[src/rtl/tma_pkg.sv]
// Shared types and constants for the triangle mesh adjacency block.
// Used by tma_ctrl, tma_datapath and triangle_mesh_adjacency; depends on nothing.
package tma_pkg;

	localparam int MAX_TRIANGLES = 1024;
	localparam int VERTEX_BITS   = 16;

	localparam int IDX_W      = $clog2(MAX_TRIANGLES);
	localparam int CNT_W      = $clog2(MAX_TRIANGLES + 1);
	localparam int VERTEX_IN_W = 16;
	localparam int QUERY_W    = 10;
	localparam int ACTION_W   = 2;
	localparam int STATUS_W   = 2;
	localparam int CODE_W     = 13;
	localparam int EDGE_W     = 2;

	localparam logic [ACTION_W-1:0] ACT_INSERT = 2'd0;
	localparam logic [ACTION_W-1:0] ACT_READ   = 2'd1;
	localparam logic [ACTION_W-1:0] ACT_CLEAR  = 2'd2;

	localparam logic [STATUS_W-1:0] STAT_OK      = 2'd0;
	localparam logic [STATUS_W-1:0] STAT_FULL    = 2'd1;
	localparam logic [STATUS_W-1:0] STAT_UNKNOWN = 2'd2;

	// no neighbour across an edge
	localparam logic [CODE_W-1:0] CODE_NONE = {CODE_W{1'b1}};

	typedef enum logic [2:0] {
		ST_IDLE,
		ST_DECODE,
		ST_SCAN,
		ST_FINISH,
		ST_RD_WAIT,
		ST_RESULT
	} state_t;

	typedef enum logic [2:0] {
		RES_INSERT,
		RES_FULL,
		RES_READ,
		RES_UNKNOWN,
		RES_EMPTY
	} res_kind_t;

	typedef struct packed {
		logic      capture;
		logic      start_insert;
		logic      scan_issue;
		logic      finish_insert;
		logic      clear_count;
		logic      load_result;
		res_kind_t res_kind;
	} dp_cmd_t;

	typedef struct packed {
		logic [ACTION_W-1:0] action;
		logic                full;
		logic                query_known;
		logic                scan_done;
		logic                out_free;
	} dp_status_t;

endpackage

[src/rtl/tma_ctrl.sv]
// Controller state machine for the triangle mesh adjacency block.
// Depends on tma_pkg; drives tma_datapath through dp_cmd_t.
module tma_ctrl (
	input  logic                clk,
	input  logic                arst_n,
	input  logic                s_tvalid,
	output logic                s_tready,
	input  tma_pkg::dp_status_t status,
	output tma_pkg::dp_cmd_t    cmd
);
	import tma_pkg::*;

	state_t    state_q, state_d;
	res_kind_t kind_q, kind_d;

	always_ff @(posedge clk or negedge arst_n) begin
		if (!arst_n) begin
			state_q <= ST_IDLE;
			kind_q  <= RES_EMPTY;
		end else begin
			state_q <= state_d;
			kind_q  <= kind_d;
		end
	end

	always_comb begin
		state_d           = state_q;
		kind_d            = kind_q;
		s_tready          = 1'b0;
		cmd.capture       = 1'b0;
		cmd.start_insert  = 1'b0;
		cmd.scan_issue    = 1'b0;
		cmd.finish_insert = 1'b0;
		cmd.clear_count   = 1'b0;
		cmd.load_result   = 1'b0;
		cmd.res_kind      = kind_q;
		unique case (state_q)
			ST_IDLE: begin
				s_tready    = 1'b1;
				cmd.capture = s_tvalid;
				if (s_tvalid) begin
					state_d = ST_DECODE;
				end
			end
			ST_DECODE: begin
				state_d = ST_RESULT;
				kind_d  = RES_EMPTY;
				unique case (status.action)
					ACT_INSERT: begin
						if (status.full) begin
							kind_d = RES_FULL;
						end else begin
							cmd.start_insert = 1'b1;
							kind_d           = RES_INSERT;
							state_d          = ST_SCAN;
						end
					end
					ACT_READ: begin
						if (status.query_known) begin
							kind_d  = RES_READ;
							state_d = ST_RD_WAIT;
						end else begin
							kind_d = RES_UNKNOWN;
						end
					end
					ACT_CLEAR: begin
						cmd.clear_count = 1'b1;
					end
					default: begin
						kind_d = RES_EMPTY;
					end
				endcase
			end
			ST_SCAN: begin
				// the last compare completes in the cycle that sees scan_done
				if (status.scan_done) begin
					state_d = ST_FINISH;
				end else begin
					cmd.scan_issue = 1'b1;
				end
			end
			ST_FINISH: begin
				cmd.finish_insert = 1'b1;
				state_d           = ST_RESULT;
			end
			ST_RD_WAIT: begin
				state_d = ST_RESULT;
			end
			ST_RESULT: begin
				if (status.out_free) begin
					cmd.load_result = 1'b1;
					state_d         = ST_IDLE;
				end
			end
			default: begin
				state_d = ST_IDLE;
			end
		endcase
	end

endmodule

[config.mk]
export PLATFORM = sky130hd
export DESIGN_NAME = tma_ctrl
export DESIGN_NICKNAME = d
export VERILOG_FILES = /design/src/rtl/tma_pkg.sv /design/src/rtl/tma_ctrl.sv
export SDC_FILE = /design/constraint.sdc
export NUM_CORES = 1
export LEC_CHECK = 0
export ABC_AREA = 0
export BUFFER_PORTS_ARGS = -buffer_cell sky130_fd_sc_hd__clkbuf_2
export CORE_AREA = 2 2 39 41
export CTS_BUF_LIST = sky130_fd_sc_hd__clkbuf_4
export CTS_CLUSTER_DIAMETER = 100
export DETAILED_ROUTE_END_ITERATION = 7
export DIE_AREA = 0 0 41 43
export SLEW_MARGIN = 20
export SYNTH_ARGS = -nofsm -noshare
export SYNTH_HDL_FRONTEND = slang
export SYNTH_SLANG_ARGS = --single-unit
[constraint.sdc]
create_clock -name clk -period 3.6 [get_ports clk]
set_input_delay 0.36 -clock clk [delete_from_list [all_inputs] [get_ports clk]]
set_output_delay 0.36 -clock clk [all_outputs]
set_load 0.05 [all_outputs]
Word-level counts from Yosys, hierarchy flattened
Index checks and enable logic that the tools add are counted.
Widths: inputs -> output; s select.

storage, ports and cells
  word-level logic and storage cells = 38
  output and inout bits = 10
  register bits after elaboration = 6
  input bits = 9

operators by class
  reductions and logical operators = 4
  multiplexer cells = 22
  equality and inequality tests = 10

operator list
  cell                count
  $mux 1              15
  $pmux 3 s5          1
  $mux 3              4
  $pmux 3 s2          2
  $eq 3x2->1 const B  2
  $eq 3x3->1 const B  2
  $ne 2x2->1 const B  3
  $eq 3x1->1 const B  1
  $logic_not 3->1     1
  $reduce_and 3->1    1
  $eq 2x1->1 const B  1
  $eq 2x2->1 const B  1
  $logic_not 2->1     1
  $reduce_or 2->1     1

Logic depth before layout (Yosys ltp)
Gate-level depths: netlist of run 1.

  word-level depth = 3
  gate-level depth with buffers = 5
  gate-level depth less buffers = 3

Least setup slack after synthesis of run 1
Ideal clock, no wire load.

  path type = reg-to-output
  start = register state_q[2]
  end = output cmd[6] (netlist bit)
  path slack = 1.042 ns
  buffers on the path = 1
  data arrival time = 2.198 ns
  stages on the path, launching flop included = 3
  required time = 3.240 ns
  cell sequence = dfrtp_1 -> clkbuf_1 -> nor4b_1

RTL lines
  item                    line            source
  from (decl)             tma_ctrl.sv:13  state_t state_q, state_d;
  from (signal assigned)  tma_ctrl.sv:21  state_q <= state_d;
  to (decl)               tma_ctrl.sv:9   output tma_pkg::dp_cmd_t cmd

==> results of run 1 <==
## cell usage in the layout, fill, tap and decap left out, types with 2 or more instances in the layout
cell / synthesis / routed
a21oi_1: 4 / 4
clkbuf_2: 0 / 18
clkbuf_4: 0 / 4
dfrtp_1: 5 / 5
nand2_1: 3 / 3
nand2b_1: 2 / 2
nor2b_1: 2 / 2
nor3_1: 2 / 2
nor3b_1: 2 / 2
o21ai_0: 2 / 2
## cell families after synthesis
group,after synthesis
AO/OA/AOI/OAI,9
buffers and inverters,3
flip-flops,6
multiplexers,1
AND/OR/NAND/NOR,20
## cell type report
type,count,area [sq um],area share (%)
multi-input combinational,30,194,39.1
sequential,6,151,30.6
timing repair buffer,19,100,20.2
clock buffer,4,30.0,6.06
tap,16,20.0,4.04
## power by group through the flow
stage	clock network, W	logic (W)	registers [W]
final	0.0000753	0.000207	0.000132
after global placement	0	0.000207	0.000131
after floorplan	0	0.000148	0.000165
after global routing	0.0000846	0.000224	0.000138
after detailed placement	0	0.000208	0.000134
after CTS	0.0000785	0.000210	0.000133
## registers in the layout, summed over array words and instances, names as in the netlist
register and flops:
kind_q 3, state_q 3
## worst max-delay path, stage by stage, from the launching register on
cell	delay [ps]
dfrtp_1	470
or3b_1	500
nor3b_1	230
clkbuf_2	300
## how the worst max path moves through the flow
stage                from      to  slack [ps]  cells after the start
6_report       state_q[2]  cmd[4]        1490                      3
5_1_grt        state_q[1]  cmd[4]        1360                      3
4_1_cts        state_q[1]  cmd[4]        1470                      3
3_5_place_dp   state_q[2]  cmd[4]        1750                      3
3_3_place_gp   state_q[1]  cmd[4]        1770                      3
2_1_floorplan  state_q[2]  cmd[6]        1040                      2
## through the flow
step | hold WS [ps] | cells | setup WS (ps) | util (%)
after floorplan | 64.4 | 39 | 1040 | -
after global placement | 194 | 70 | 1770 | 32.9
after detailed placement | 195 | 70 | 1750 | 32.9
after CTS | 379 | 75 | 1470 | 35.8
after global routing | 412 | 75 | 1360 | 35.8
final | 384 | 75 | 1490 | 35.8
## layer usage
layer	routed length [um]	up-vias	global-route usage [%]
met5	0	-	0
met4	0	0	4.00
met3	42	0	7.85
met2	422	7	16.6
met1	289	159	12.9
li1	-	182	-
==> impl_metrics.yaml, run 1 <==
outcome:
  status: "completed"
clock_network:
  cts_tree: "yes"
  postCtsSetupBuffers: 0
  cts-htree-levels: 1
  cts_hold_buffers: 1
  worstSkewPairLatency_ps: 250
  clockBufferDepth: 2
  numCtsBuffers: 3
  post_cts_resized: 0
  cts.sinks: 6
  cts-root-buf: "clkbuf_4"
  path_clk_slew_ps: 50
critical_path:
  cp-end-kind: "output pin"
  critPathArrivalTime_ps: 1750
  r2r_start: "state_q[2]"
  r2r-end: "kind_q[2]"
  r2r_setup_slack_ps: 2220
  cp-start-kind: "flop"
  path_max_fanout: 11
  required_ps: 3240
  reg2regPathDepth: 2
  worst-setup-path-type: "reg -> out"
global_routing:
  grt_pass1_wl_mm: 1.33
  grt_start_max_net_pins: 12
  grt_overflow: 0
  track_usage_pct: 11.5
  antenna_found_initial: 0
  grt_pass1_vias: 325
worst_hold_path:
  whs_path_depth: 2
  hold_start: "status[5]"
  hp-class: "in -> reg"
  worstHoldEndpoint: "kind_q[0]"
run:
  maxCapViolCount: 0
cells_and_area:
  nets: 69
  final_area_sq_um: 495
  fill_cells: 153
  diodes: 0
  drive_gt1_share_pct: 40.7
  syn_to_final_growth_pct: 34.7
logic_synthesis:
  yosys_most_used_dff: "dfrtp_1"
  yosysTopAreaCellShare_pct: 34.0
  synth_top_family_by_area: "simple AND/OR/NAND/NOR gates"
  ys_ff_latch: 6
  synth-simple-area-share_pct: 34.0
  syn_inst: 39
  synth_mux_area_share_pct: 4.08
  synth_commonest_cells: "dfrtp_1, a21oi_1, nand2_1"
  synth_edf_count: 0
  synth_cell_types: 25
  synth.area.top_cells: "dfrtp_1, dfstp_2, a21oi_1, mux2_4, nor3b_1"
  yosysWarnings: 0
  ys_seq_area_share_pct: 41.2
  synth_fa_ha_area_share_pct: 0
  yosysMostFrequentCell: "dfrtp_1"
  yosysTopAreaCell: "dfrtp_1"
  synth_xor_area_share_pct: 0
  netlist_area_sq_um: 368
  synthArstFlopShare_pct: 100
  avgSynthCellArea_sq_um: 9.43
  synth_nets: 48
  synth-compound-area-share_pct: 14.6
floorplan:
  die_w_um: 41
  io_pins: 19
  start_util_pct: 26.6
  core_area_sq_um: 1380
  dieArea_sq_um: 1760
  die_h_um: 43
  rows: 14
timing:
  fin_crit_sh_pct: 58.7
  period_minus_slack_ps: 2110
  clock_skew_ps: 2.40
  setup_tns_ps: 0
  slew_violations: 0
  worst_slew_pin_slew_ps: 278
  setup_viol: 0
  timing.slew.headroom_pct: 81.4
  hold_viol_final: 0
  rsz0062_at_grt: "no"
  fmax_mhz: 473
power_and_ir_drop:
  p_clk_share_pct: 18.2
  power_frac_seq_pct: 31.9
  power_density_nw_per_um2: 836
  peakVddDrop_uv: 238
  p_comb_share_pct: 49.9
  p_sw_share_pct: 48.5
  power.total_w: 0.000414
  netSwitchingPower_w: 0.000201
  cell_internal_pwr_w: 0.000213
  leakage_nw: 0.249
detailed_routing:
  drt_iter0_markers: 3
  via_per_inst: 4.64
  vias: 348
  drcViolationCount: 0
  drt-pass1-iter-count: 3
  routed_wl_um: 755
  post_drt_wl_per_cell_um: 10.1
  antenna_left: 0
placement:
  numPortBuffers: 18
  hpwl_um: 621
  placed_area_sq_um: 455
  gp_congestion: 0.640
No activity file was read; power rests on OpenSTA's default activity.
==> run 2: changes to the inputs <==
clock period = 1.9 ns   (was 3.6 ns; I/O delays follow)
==> impl_metrics.yaml, run 2 (synthesis results as in run 1) <==
critical_path:
  cp-end-kind: "output pin"
  critPathArrivalTime_ps: 1580
  path_max_fanout: 9
  cp-start-kind: "flop"
  worst-setup-path-type: "reg -> out"
  required_ps: 1710
cells_and_area:
  drive_gt1_share_pct: 45.9
  layout_common_cells: "clkbuf_2, clkbuf_4, dfrtp_1"
  multi_input_area_sq_um: 201
  ff_latch_area_sq_um: 151
  fin_util_pct: 37.8
  fin_cells: 77
  final_area_sq_um: 523
  layout_commonest_cell: "clkbuf_2"
  fill_cells: 140
  nets: 71
  diodes: 0
  top_regs: "kind_q x3, state_q x3"
  syn_to_final_growth_pct: 42.2
timing:
  hold_viol_final: 0
  fmax_mhz: 564
  timing.slew.headroom_pct: 78.5
  setup_viol: 0
  period_minus_slack_ps: 1770
  worst_slew_pin_slew_ps: 319
  clock_skew_ps: 6.98
  setup_ws_ps: 126
  fin_crit_sh_pct: 93.4
  rsz0062_at_grt: "no"
  slew_violations: 0
clock_network:
  cts.sinks: 6
  numCtsBuffers: 3
  worstSkewPairLatency_ps: 250
  cts-htree-levels: 1
  cts_tree: "yes"
  cts-root-buf: "clkbuf_4"
  clockBufferDepth: 2
  path_clk_slew_ps: 50
power_and_ir_drop:
  power.total_w: 0.000818
  peakVddDrop_uv: 386
  power_density_nw_per_um2: 1560
  leakage_nw: 0.261
detailed_routing:
  vias: 360
  drcViolationCount: 0
  routed_wl_um: 788
  drt_iter0_markers: 1
  antenna_left: 0
  post_drt_wl_per_cell_um: 10.2
  via_per_inst: 4.68
  drt-pass1-iter-count: 2
run:
  maxCapViolCount: 0
placement:
  hpwl_um: 640
  pre_cts_slack_ps: 254
  placed_cells: 72
  gp_congestion: 0.704
  placed_area_sq_um: 475
  numPortBuffers: 18
floorplan:
  rows: 14
  io_pins: 19
  start_util_pct: 26.6
  die_w_um: 41
  die_h_um: 43
  dieArea_sq_um: 1760
  core_area_sq_um: 1380
global_routing:
  track_usage_pct: 10.8
  grt_overflow: 0
  grt_pass1_vias: 294
  grt_pass1_wl_mm: 1.24
  antenna_found_initial: 0
  grt_start_max_net_pins: 11
worst_hold_path:
  hp-class: "in -> reg"
outcome:
  status: "completed"
run 2: changes by cell type in the layout (fill, tap and decap cells not counted), sizes merged:
cell,delta
buf,+2
run 2: repair_timing:
action | 4_1_cts | 5_1_grt
setup endpoints to repair | 1 | 2
hold buffers | 1 | 0
resized for setup | 1 | 3
endpoints found under the hold margin | 6 | 0
setup buffers | 0 | 0
run 2: critical path, cell delays in order (launching register included):
cell	delay (ps)
dfrtp_1	450
or3b_4	460
nor3b_2	180
clkbuf_4	240
run 2: routing by layer:
metal  share of wire [%]  GRT usage [%]
met2                  52           14.4
met4                 4.3           12.0
met5                   0              0
met3                 1.3              0
met1                  42           14.1
run 2: power by group:
part	switching, W	internal, W	leakage (nW)	total (W)
logic	0.000296	0.000150	0.171	0.000446
registers	0.0000408	0.000187	0.0719	0.000228
clock network	0.0000504	0.0000941	0.0184	0.000144
run 2: metrics by stage:
step | setup TNS (ps) | hold slack [ps]
3_5_place_dp | 0 | 26.2
4_1_cts | 0 | 208
3_3_place_gp | 0 | 22.4
6_report | 0 | 213
5_1_grt | 0 | 235
2_1_floorplan | -968 | -106
run 2: layout make-up:
class                           count  share of cell area, %
Multi-Input combinational cell     30                   38.5
Sequential cell                     6                   28.9
Timing Repair Buffer               21                   23.0
Clock buffer                        4                   5.74
Tap cell                           16                   3.83
run 2: path summary, 6_finish.rpt:
path	slack, ps	end	cells after the start	start
setup / recovery	130	cmd[4]	3	state_q[0]
hold / removal	210	kind_q[0]	2	status[5]
setup reg to reg	530	state_q[2]	4	state_q[1]
hold reg to reg	480	kind_q[1]	2	kind_q[1]
max in group asynchronous	1370	kind_q[2]	2	arst_n
min in group asynchronous	300	kind_q[0]	2	arst_n
==> run 3: changes to the inputs <==
MAX_ROUTING_LAYER = met4   (was unset)
==> impl_metrics.yaml, run 3 (synthesis results as in run 1) <==
clock_network:
  clockBufferDepth: 2
  cts.sinks: 6
  cts_tree: "yes"
  numCtsBuffers: 3
  worstSkewPairLatency_ps: 250
  path_clk_slew_ps: 50
  cts-root-buf: "clkbuf_4"
  cts-htree-levels: 1
timing:
  setup_tns_ps: 0
  worst_slew_pin_slew_ps: 319
  fin_crit_sh_pct: 93.4
  period_minus_slack_ps: 1770
  setup_ws_ps: 126
  hold_viol_final: 0
  rsz0062_at_grt: "no"
  slew_violations: 0
  timing.slew.headroom_pct: 78.5
  clock_skew_ps: 6.81
  setup_viol: 0
  fmax_mhz: 564
cells_and_area:
  nets: 71
  top_regs: "kind_q x3, state_q x3"
  layout_common_cells: "clkbuf_2, clkbuf_4, dfrtp_1"
  drive_gt1_share_pct: 45.9
  fin_util_pct: 37.8
  diodes: 0
  layout_commonest_cell: "clkbuf_2"
  syn_to_final_growth_pct: 42.2
global_routing:
  grt_start_max_net_pins: 11
  grt_overflow: 0
  track_usage_pct: 11.1
  grt_pass1_wl_mm: 1.24
  antenna_found_initial: 0
  grt_pass1_vias: 294
floorplan:
  core_area_sq_um: 1380
  rows: 14
  die_w_um: 41
  dieArea_sq_um: 1760
  start_util_pct: 26.6
  io_pins: 19
  die_h_um: 43
detailed_routing:
  post_drt_wl_per_cell_um: 10.2
  drt-pass1-iter-count: 2
  drt_iter0_markers: 1
  top_layer: "met4"
  wl_met2_um: 410
  vias: 360
  dr_wl_met3_um: 9
  antenna_left: 0
  via_per_inst: 4.68
  routed_wl_um: 786
  drcViolationCount: 0
  m1WireLength_um: 334
critical_path:
  required_ps: 1710
  path_max_fanout: 9
  cp-end-kind: "output pin"
  critPathArrivalTime_ps: 1580
  worst-setup-path-type: "reg -> out"
  cp-start-kind: "flop"
run:
  maxCapViolCount: 0
worst_hold_path:
  hp-class: "in -> reg"
placement:
  pre_cts_slack_ps: 254
  gp_congestion: 0.712
  numPortBuffers: 18
  hpwl_um: 640
power_and_ir_drop:
  peakVddDrop_uv: 386
  power_density_nw_per_um2: 1560
  leakage_nw: 0.261
outcome:
  status: "completed"
[run 3: cell counts in the layout (fill, tap and decap cells not counted)]
No cell type changed its count.
[run 3: layout make-up]
cell class / instances / area, sq um
clock buffers: 4 / 30.0
fillers: 140 / 861
multi-input cells: 30 / 201
flip-flops and latches: 6 / 151
well taps: 16 / 20.0
repair buffers: 21 / 120
[run 3: critical path, stage by stage (launching register included)]
cell and delay [ps]:
dfrtp_1 450, or3b_4 460, nor3b_2 180, clkbuf_4 240
[run 3: what timing repair did]
action	in CTS	in global routing
hold endpoints to repair	6	0
hold buffers	1	0
buffers inserted	0	0
endpoints found under the setup margin	1	2
cloned	0	0
resized for setup	1	3
[run 3: worst paths after layout]
kind / startpoint / slack, ps / endpoint / cells past startpoint
worst max-delay path: state_q[0] / 130 / cmd[4] / 3
worst min register to register: kind_q[1] / 480 / kind_q[1] / 2
min in group asynchronous: arst_n / 300 / kind_q[0] / 2
worst max register to register: state_q[1] / 530 / state_q[2] / 4
worst min-delay path: status[5] / 210 / kind_q[0] / 2
max in group asynchronous: arst_n / 1370 / kind_q[2] / 2
[run 3: layer usage]
| layer | vias to the layer above | GRT usage (%) |
|---|---|---|
| li1 | 183 | - |
| met1 | 167 | 14.1 |
| met2 | 6 | 14.4 |
| met3 | 4 | 0 |
| met4 | 0 | 12.0 |
| met5 | - | - |
[run 3: stage by stage]
stage / hold WS [ps] / instance area [sq um] / total power, W / cells
global placement: 22.4 / 475 / 0.000661 / 72
floorplan: -106 / 373 / 0.000596 / 39
finish: 214 / 523 / 0.000818 / 77
global route: 235 / 523 / 0.000876 / 77
detailed placement: 26.2 / 475 / 0.000669 / 72
CTS: 208 / 518 / 0.000821 / 77
[run 3: where the power goes]
group	total, W	switching (W)	leakage, nW	internal, W
combinational	0.000446	0.000296	0.171	0.000150
sequential	0.000228	0.0000408	0.0719	0.000187
clock	0.000144	0.0000502	0.0184	0.0000941
